### config.mk
export PLATFORM = sky130hd
export DESIGN_NAME = telemetry_frame_builder_core
export DESIGN_NICKNAME = d
export VERILOG_FILES = /design/src/hdl/tfb_pkg.sv /design/src/hdl/telemetry_frame_builder_core.sv
export VERILOG_INCLUDE_DIRS = /design/src /design/src/hdl
export SDC_FILE = /design/constraint.sdc
export NUM_CORES = 2
export LEC_CHECK = 0
export BUFFER_PORTS_ARGS = -buffer_cell sky130_fd_sc_hd__buf_2
export CAP_MARGIN = 40
export CORE_UTILIZATION = 40
export DETAILED_ROUTE_END_ITERATION = 10
export PLACE_DENSITY_LB_ADDON = 0.25
export SYNTH_ARGS = -nofsm -noshare
export SYNTH_HDL_FRONTEND = slang
export SYNTH_SLANG_ARGS = --single-unit
### constraint.sdc
create_clock -name clock -period 11.93 [get_ports clock]
set_input_delay 1.193 -clock clock [delete_from_list [all_inputs] [get_ports clock]]
set_output_delay 1.193 -clock clock [all_outputs]
set_load 0.02 [all_outputs]
### src/hdl/telemetry_frame_builder_core_defines.svh
// Assertion macros shared by the telemetry frame builder RTL.
// Expects signals named clock and reset in the including module.
`ifndef TELEMETRY_FRAME_BUILDER_CORE_DEFINES_SVH
`define TELEMETRY_FRAME_BUILDER_CORE_DEFINES_SVH

// Same-cycle implication, checked outside of reset.
`define TFB_ASSERT_IMPL(LABEL, ANTE, CONS) \
   LABEL: assert property (@(posedge clock) disable iff (reset) (ANTE) |-> (CONS)) \
      else $error("tfb: same-cycle check failed");

// Next-cycle implication, checked outside of reset.
`define TFB_ASSERT_NEXT(LABEL, ANTE, CONS) \
   LABEL: assert property (@(posedge clock) disable iff (reset) (ANTE) |=> (CONS)) \
      else $error("tfb: next-cycle check failed");

`endif

### src/hdl/tfb_pkg.sv
// Types and constants for the telemetry frame builder.
// No dependencies; used by telemetry_frame_builder_core.
`default_nettype none

package tfb_pkg;

   localparam int unsigned FrameLen = 24;
   localparam logic [4:0]  LastPos  = 5'(FrameLen - 1);

   localparam logic [7:0] MagicA       = 8'hA5;
   localparam logic [7:0] MagicB       = 8'h5A;
   localparam logic [7:0] UnitTempBit  = 8'h01;
   localparam logic [7:0] UnitPressBit = 8'h02;

   // Fahrenheit conversion: divide by five through a reciprocal multiply.
   localparam logic [31:0] FahrOffset = 32'd3200;
   localparam int unsigned FifthShift = 22;
   localparam logic [19:0] FifthRecip = 20'd838861;

   // Inches of mercury: (pa * 100000 + bias) / divisor via a 2^56 reciprocal.
   localparam logic [33:0] PaScale     = 34'd100000;
   localparam logic [33:0] InhgBias    = 34'd1693194;
   localparam logic [63:0] InhgDivisor = 64'd3386389;
   localparam int unsigned InhgShift   = 56;
   localparam logic [34:0] InhgRecip   =
      35'(((64'd1 << InhgShift) + InhgDivisor - 64'd1) / InhgDivisor);

   typedef enum logic [0:0] {
      REG_TEMP_F     = 1'b0,
      REG_PRESS_INHG = 1'b1
   } csr_index_type;

   typedef struct packed {
      logic [31:0]        sequence_number;
      logic [31:0]        timestamp;
      logic signed [15:0] temperature_c100;
      logic [31:0]        humidity;
      logic [16:0]        pressure_pa;
   } req_type;

   typedef struct packed {
      logic [7:0] frame_byte;
      logic [4:0] byte_position;
      logic       last_byte;
   } rsp_type;

endpackage

`default_nettype wire

### src/hdl/telemetry_frame_builder_core.sv
// Telemetry frame builder: one reading in, a 24-byte XOR-checked frame out.
// A reading passes stages 1 to 3, then loads the shifter that presents its bytes.
// The output shifter gives one byte per cycle unless rsp_stall is high.
// Three conversion stages run ahead, so readings are taken while a frame drains.
// Synchronous active-high reset clears valids and both unit selects.
// Depends on tfb_pkg and telemetry_frame_builder_core_defines.svh.
`default_nettype none
`include "telemetry_frame_builder_core_defines.svh"

module telemetry_frame_builder_core (
   input  wire logic                    clock,
   input  wire logic                    reset,
   input  wire logic                    req_valid,
   output logic                         req_stall,
   input  wire tfb_pkg::req_type        req_data,
   output logic                         rsp_valid,
   input  wire logic                    rsp_stall,
   output tfb_pkg::rsp_type             rsp_data,
   input  wire logic                    csr_wr_en,
   input  wire tfb_pkg::csr_index_type  csr_index,
   input  wire logic                    csr_wdata
);

   typedef struct packed {
      logic [31:0]        seq;
      logic [31:0]        ts;
      logic [31:0]        hum;
      logic signed [15:0] temp;
      logic [16:0]        press;
      logic               neg;
      logic [18:0]        mag;
      logic [33:0]        num;
   } s1_type;

   typedef struct packed {
      logic [31:0]        seq;
      logic [31:0]        ts;
      logic [31:0]        hum;
      logic signed [15:0] temp;
      logic [16:0]        press;
      logic               neg;
      logic [38:0]        fifth_prod;
      logic [51:0]        pp_hi;
      logic [51:0]        pp_lo;
   } s2_type;

   typedef struct packed {
      logic [31:0]        seq;
      logic [31:0]        ts;
      logic [31:0]        hum;
      logic signed [15:0] temp;
      logic [16:0]        press;
      logic [31:0]        temp_f;
      logic [12:0]        inhg;
   } s3_type;

   logic temp_f_ff, temp_f_in;
   logic press_inhg_ff, press_inhg_in;

   logic   v1_ff, v1_in, v2_ff, v2_in, v3_ff, v3_in;
   s1_type s1_ff, s1_in;
   s2_type s2_ff, s2_in;
   s3_type s3_ff, s3_in;

   logic         ser_valid_ff, ser_valid_in;
   logic [4:0]   pos_ff, pos_in;
   logic [191:0] shift_ff, shift_in;

   logic ready1, ready2, ready3, ser_ready, ser_load, rsp_take, at_last;

   logic signed [19:0] t_ext;
   logic signed [19:0] x9;
   logic [16:0]        q5;
   logic [68:0]        inhg_sum;
   logic [31:0]        temp_word;
   logic [31:0]        press_word;
   logic [7:0]         units;
   logic [183:0]       body;
   logic [22:0]        column;
   logic [7:0]         check;
   logic [191:0]       frame;

   // Handshake: a stage loads when it is empty or its word moves on.
   always_comb begin
      rsp_take  = ser_valid_ff && !rsp_stall;
      at_last   = (pos_ff == tfb_pkg::LastPos);
      ser_ready = !ser_valid_ff || (rsp_take && at_last);
      ready3    = !v3_ff || ser_ready;
      ready2    = !v2_ff || ready3;
      ready1    = !v1_ff || ready2;
      ser_load  = v3_ff && ser_ready;
      req_stall = !ready1;
      v1_in     = ready1 ? req_valid : v1_ff;
      v2_in     = ready2 ? v1_ff : v2_ff;
      v3_in     = ready3 ? v2_ff : v3_ff;
   end

   always_comb begin
      temp_f_in     = temp_f_ff;
      press_inhg_in = press_inhg_ff;
      if (csr_wr_en) begin
         case (csr_index)
            tfb_pkg::REG_TEMP_F:     temp_f_in     = csr_wdata;
            tfb_pkg::REG_PRESS_INHG: press_inhg_in = csr_wdata;
            default: ;
         endcase
      end
   end

   // Stage 1: times nine with rounding bias, and the scaled pressure numerator.
   always_comb begin
      t_ext = 20'(req_data.temperature_c100);
      x9    = (t_ext <<< 3) + t_ext;
      s1_in.seq   = req_data.sequence_number;
      s1_in.ts    = req_data.timestamp;
      s1_in.hum   = req_data.humidity;
      s1_in.temp  = req_data.temperature_c100;
      s1_in.press = req_data.pressure_pa;
      s1_in.neg   = x9[19];
      s1_in.mag   = x9[19] ? 19'(20'sd2 - x9) : 19'(x9 + 20'sd2);
      s1_in.num   = 34'(req_data.pressure_pa) * tfb_pkg::PaScale + tfb_pkg::InhgBias;
   end

   // Stage 2: reciprocal products; the numerator is split in two halves.
   always_comb begin
      s2_in.seq        = s1_ff.seq;
      s2_in.ts         = s1_ff.ts;
      s2_in.hum        = s1_ff.hum;
      s2_in.temp       = s1_ff.temp;
      s2_in.press      = s1_ff.press;
      s2_in.neg        = s1_ff.neg;
      s2_in.fifth_prod = 39'(s1_ff.mag) * 39'(tfb_pkg::FifthRecip);
      s2_in.pp_hi      = 52'(s1_ff.num[33:17]) * 52'(tfb_pkg::InhgRecip);
      s2_in.pp_lo      = 52'(s1_ff.num[16:0]) * 52'(tfb_pkg::InhgRecip);
   end

   // Stage 3: quotients, signed offset for Fahrenheit.
   always_comb begin
      q5       = s2_ff.fifth_prod[38:tfb_pkg::FifthShift];
      inhg_sum = {s2_ff.pp_hi, 17'b0} + 69'(s2_ff.pp_lo);
      s3_in.seq    = s2_ff.seq;
      s3_in.ts     = s2_ff.ts;
      s3_in.hum    = s2_ff.hum;
      s3_in.temp   = s2_ff.temp;
      s3_in.press  = s2_ff.press;
      s3_in.temp_f = s2_ff.neg ? (tfb_pkg::FahrOffset - 32'(q5))
                               : (tfb_pkg::FahrOffset + 32'(q5));
      s3_in.inhg   = inhg_sum[68:tfb_pkg::InhgShift];
   end

   // Frame assembly at load time: byte 0 sits in the low bits.
   always_comb begin
      temp_word  = temp_f_ff ? s3_ff.temp_f : 32'(s3_ff.temp);
      press_word = press_inhg_ff ? 32'(s3_ff.inhg) : 32'(s3_ff.press);
      units      = (temp_f_ff ? tfb_pkg::UnitTempBit : 8'h00)
                 | (press_inhg_ff ? tfb_pkg::UnitPressBit : 8'h00);
      body  = {units, press_word, s3_ff.hum, temp_word, s3_ff.ts, s3_ff.seq,
               tfb_pkg::MagicB, tfb_pkg::MagicA};
      column = '0;
      for (int b = 0; b < 8; b++) begin
         for (int i = 0; i < 23; i++) begin
            column[i] = body[8 * i + b];
         end
         check[b] = ^column;
      end
      frame = {check, body};
   end

   always_comb begin
      ser_valid_in = ser_valid_ff;
      pos_in       = pos_ff;
      shift_in     = shift_ff;
      if (ser_load) begin
         ser_valid_in = 1'b1;
         pos_in       = '0;
         shift_in     = frame;
      end else if (rsp_take) begin
         if (at_last) begin
            ser_valid_in = 1'b0;
         end else begin
            pos_in   = pos_ff + 5'd1;
            shift_in = shift_ff >> 8;
         end
      end
   end

   always_ff @(posedge clock) begin
      if (reset) begin
         temp_f_ff     <= 1'b0;
         press_inhg_ff <= 1'b0;
         v1_ff         <= 1'b0;
         v2_ff         <= 1'b0;
         v3_ff         <= 1'b0;
         ser_valid_ff  <= 1'b0;
         pos_ff        <= '0;
      end else begin
         temp_f_ff     <= temp_f_in;
         press_inhg_ff <= press_inhg_in;
         v1_ff         <= v1_in;
         v2_ff         <= v2_in;
         v3_ff         <= v3_in;
         ser_valid_ff  <= ser_valid_in;
         pos_ff        <= pos_in;
      end
   end

   always_ff @(posedge clock) begin
      if (ready1) begin
         s1_ff <= s1_in;
      end
      if (ready2) begin
         s2_ff <= s2_in;
      end
      if (ready3) begin
         s3_ff <= s3_in;
      end
      shift_ff <= shift_in;
   end

   assign rsp_valid              = ser_valid_ff;
   assign rsp_data.frame_byte    = shift_ff[7:0];
   assign rsp_data.byte_position = pos_ff;
   assign rsp_data.last_byte     = at_last;

   `TFB_ASSERT_IMPL(a_stall_means_full, req_stall, v1_ff && v2_ff && v3_ff && ser_valid_ff)
   `TFB_ASSERT_NEXT(a_stage3_held, v3_ff && !ready3, v3_ff)
   `TFB_ASSERT_NEXT(a_pos_advance, rsp_take && !at_last, rsp_valid && (pos_ff == $past(pos_ff) + 5'd1))
   `TFB_ASSERT_IMPL(a_magic_first, ser_valid_ff && (pos_ff == 5'd0), shift_ff[7:0] == tfb_pkg::MagicA)
   `TFB_ASSERT_IMPL(a_pos_range, ser_valid_ff, pos_ff <= tfb_pkg::LastPos)

endmodule

`default_nettype wire
==> reports/results.ini <==
[global_routing]
busiest_layer=met2
grt_pass1_wl_um=205000
antenna_found_initial=16
grt_overflow_total=0
gr-usage-met1_pct=26.2
grt_max_degree=188
use_met2_pct=30.8
grt_util_met3_pct=3.61
grt_pass1_vias=34800
globalRouteTotalUtil_pct=19.0

[drt]
drc=0
vias=33800
firstDrtPassIters=5
finalWirelength_um=133000
drtIter0Drc=2218
postRouteAntennaNets=0
wl_per_cell_um=20.0
avgViaCountPerCell=5.08

[yosys]
ys_seq_elements=771
ys_warn_count=0
syn_inst=4600
yosysSeqAreaShare_pct=41.1
syn-cell-area_um2=55700
avgSynthCellArea_um2=12.1
syn-num-nets=5892
ys.flop_type=edfxtp_1
yosysUniqueCellTypes=92
async_flop_share_pct=0
synth_edf_count=744

[cts]
cts_buffers=89
root_buffer=clkbuf_16
tritoncts=done
insertion_delay_ps=690
cts.sinks=771
clockBufferDepth=3
postCtsSetupBuffers=0
htreeDepth=3
cts_resized=0
cts_hold_buf=0
clk_pin_slew_ps=60

[sta]
setup_violations=0
hold_violations=0
period_share_pct=58.6
max_freq_ghz=0.143
tns_ps=0
tightest_slew_ps=925
clock_skew_ps=26.1
maxSlewViolCount=0
period_minus_slack_ps=6990
grt_setup_unrepaired=no
slew_headroom_pct=38.3

[floorplanning]
die_x_um=375
start_util_pct=40.4
io_pins=152
rows=136
core_area_um2=138000
fp.dieArea_um2=141000
die_h_um=375

[critical_path]
critPathSlowestCell=edfxtp_1
critPathRequiredTime_ps=12350
path_buf_inv=5
cp_cell_sequence=inv_1, ha_1, xnor2_1, ha_1, inv_1, fa_1, inv_1, fa_1, inv_1, fa_1, fa_1, inv_1, ha_1, nand3_1, nor3_1, o21ai_1, a31oi_1, nor2_1, o31ai_1, a32oi_1, a211o_1, o311a_1
max_stage_delay_ps=730
worstPathArrival_ps=7410
crit_top_cell=inv_1
crit_path_end_kind=register
critPathKind=register to register
crit_fanout=11
critPathTopFamily=adder cells
start_kind=register

[placed_design]
io_buffers=151
post-dp-hpwl_um=105000
gp_congestion=0.940

[outcome]
outcome=complete, no violations

[cells_and_area]
regArea_um2=22900
nets=6055
drive_above_1_share_pct=7.81
multiInputGateArea_um2=29300
nFillCells=12700
syn_to_final_growth_pct=10.8

[worst_hold_path]
hp-class=register to register

[run]
drv_cap=0

[final timing paths]
path,from,end,slack (ps),depth (start not counted)
setup / recovery,s1_ff[15],s2_ff[49],4940,22
hold / removal,s2_ff[264],body[39],410,0
setup reg to reg,s1_ff[15],s2_ff[49],4940,22
hold reg to reg,s2_ff[264],body[39],410,0
[layer usage]
metal  up-vias  part of all wire (%)
met5         -                 0.072
met2       704                    46
li1      16200                     -
met4        14                   2.2
met3       173                   5.2
met1     16700                    46
[cell type report]
type	count	area share [%]
Multi-Input combinational cell	2896	47.5
Sequential cell	771	37.1
Tap cell	1794	3.64
Clock buffer	109	3.77
Timing Repair Buffer	177	1.81
Antenna cell	8	0.0325
Inverter	828	5.04
Clock inverter	59	1.14
[registers in the layout, indices dropped and copies added, names as in the netlist, 5 cells and up]
signal    flops
body         96
q5           17
shift_ff    192
s3_ff        65
s2_ff       216
s1_ff       174
pos_ff        5
[cell usage in the layout (no fill, tap or decap), types with 19 or more instances in the layout]
cell / n
inv_1: 828
nand2_1: 173
xnor2_1: 239
nor2_1: 139
a211oi_1: 21
mux2i_1: 33
o21ai_0: 127
buf_2: 151
a21o_1: 94
xor2_1: 102
nand4_1: 47
ha_1: 719
dfxtp_1: 26
a21oi_1: 199
fa_1: 437
nor2b_1: 23
edfxtp_1: 744
and3_1: 23
clkbuf_16: 89
nand3_1: 46
and2_1: 32
a31oi_1: 21
o21a_1: 24
a22o_1: 102
nand2b_1: 19
nor3_1: 49
[worst reg2reg max path, delay by kind of cell, from the launching register on]
| family | cells | cell delay [ps] |
|---|---|---|
| adders and majority gates | 7 | 2860 |
| AOI/OAI and AO/OA | 6 | 1860 |
| DFF | 1 | 730 |
| xor gates and xnor gates | 1 | 520 |
| and+or+nand+nor | 3 | 470 |
| buffers and inverters | 5 | 300 |
[synthesized netlist by cell type (6+ instances only)]
cell type | number | area, µm²
and4_1 | 6 | 52.6
or2_2 | 18 | 113
o21ai_0 | 127 | 636
mux2i_1 | 33 | 330
nand2b_1 | 20 | 125
and2_1 | 32 | 200
o31ai_1 | 11 | 82.6
a221oi_1 | 7 | 61.3
o41ai_1 | 8 | 70.1
clkbuf_1 | 83 | 312
nor2_1 | 139 | 522
and3_1 | 23 | 144
a211o_1 | 8 | 70.1
inv_1 | 828 | 3110
xnor2_1 | 239 | 2090
fa_1 | 437 | 8750
o211ai_1 | 10 | 75.1
nand4_1 | 47 | 294
a31oi_1 | 21 | 131
nor4_1 | 6 | 37.5
o21a_1 | 24 | 180
nand3_1 | 47 | 235
a21o_1 | 94 | 706
o31a_1 | 10 | 87.6
buf_1 | 11 | 41.3
nor3_1 | 49 | 245
xor2_1 | 102 | 893
edfxtp_1 | 744 | 22300
ha_1 | 719 | 9000
a22o_1 | 102 | 893
a211oi_1 | 21 | 158
buf_4 | 9 | 67.6
o21ai_1 | 18 | 90.1
dfxtp_1 | 27 | 541
nor2b_1 | 24 | 150
a21oi_1 | 199 | 996
a31o_2 | 8 | 70.1
nand2_1 | 175 | 657
or3_1 | 9 | 56.3
o21bai_1 | 15 | 113
[logic make-up (layout without fill, tap and decap cells)]
| family | after synthesis | in the layout | share of synthesized area [%] |
|---|---|---|---|
| muxes | 34 | 34 | 0.614 |
| xor gates and xnor gates | 347 | 347 | 5.58 |
| AOI/OAI and AO/OA | 737 | 737 | 8.95 |
| other | 0 | 8 | 0 |
| and+or+nand+nor | 622 | 622 | 5.49 |
| buffers and inverters | 933 | 1173 | 6.38 |
| adders and majority gates | 1156 | 1156 | 31.9 |
| DFF | 771 | 771 | 41.1 |
[through the flow]
stage | hold WS (ps) | utilization, % | area (µm²) | std cells | setup WS (ps)
2_1_floorplan | 400 | - | 55700 | 4600 | 2790
3_3_place_gp | 401 | 42.4 | 58400 | 6457 | 5150
3_5_place_dp | 405 | 42.5 | 58600 | 6466 | 5100
4_1_cts | 411 | 44.7 | 61700 | 6634 | 5030
5_1_grt | 416 | 44.7 | 61700 | 6636 | 4580
6_report | 408 | 44.7 | 61700 | 6642 | 4940
Power is left out: the tool's default activity adds up to more than one toggle a clock period on the data nets, which glitch-free logic cannot reach.
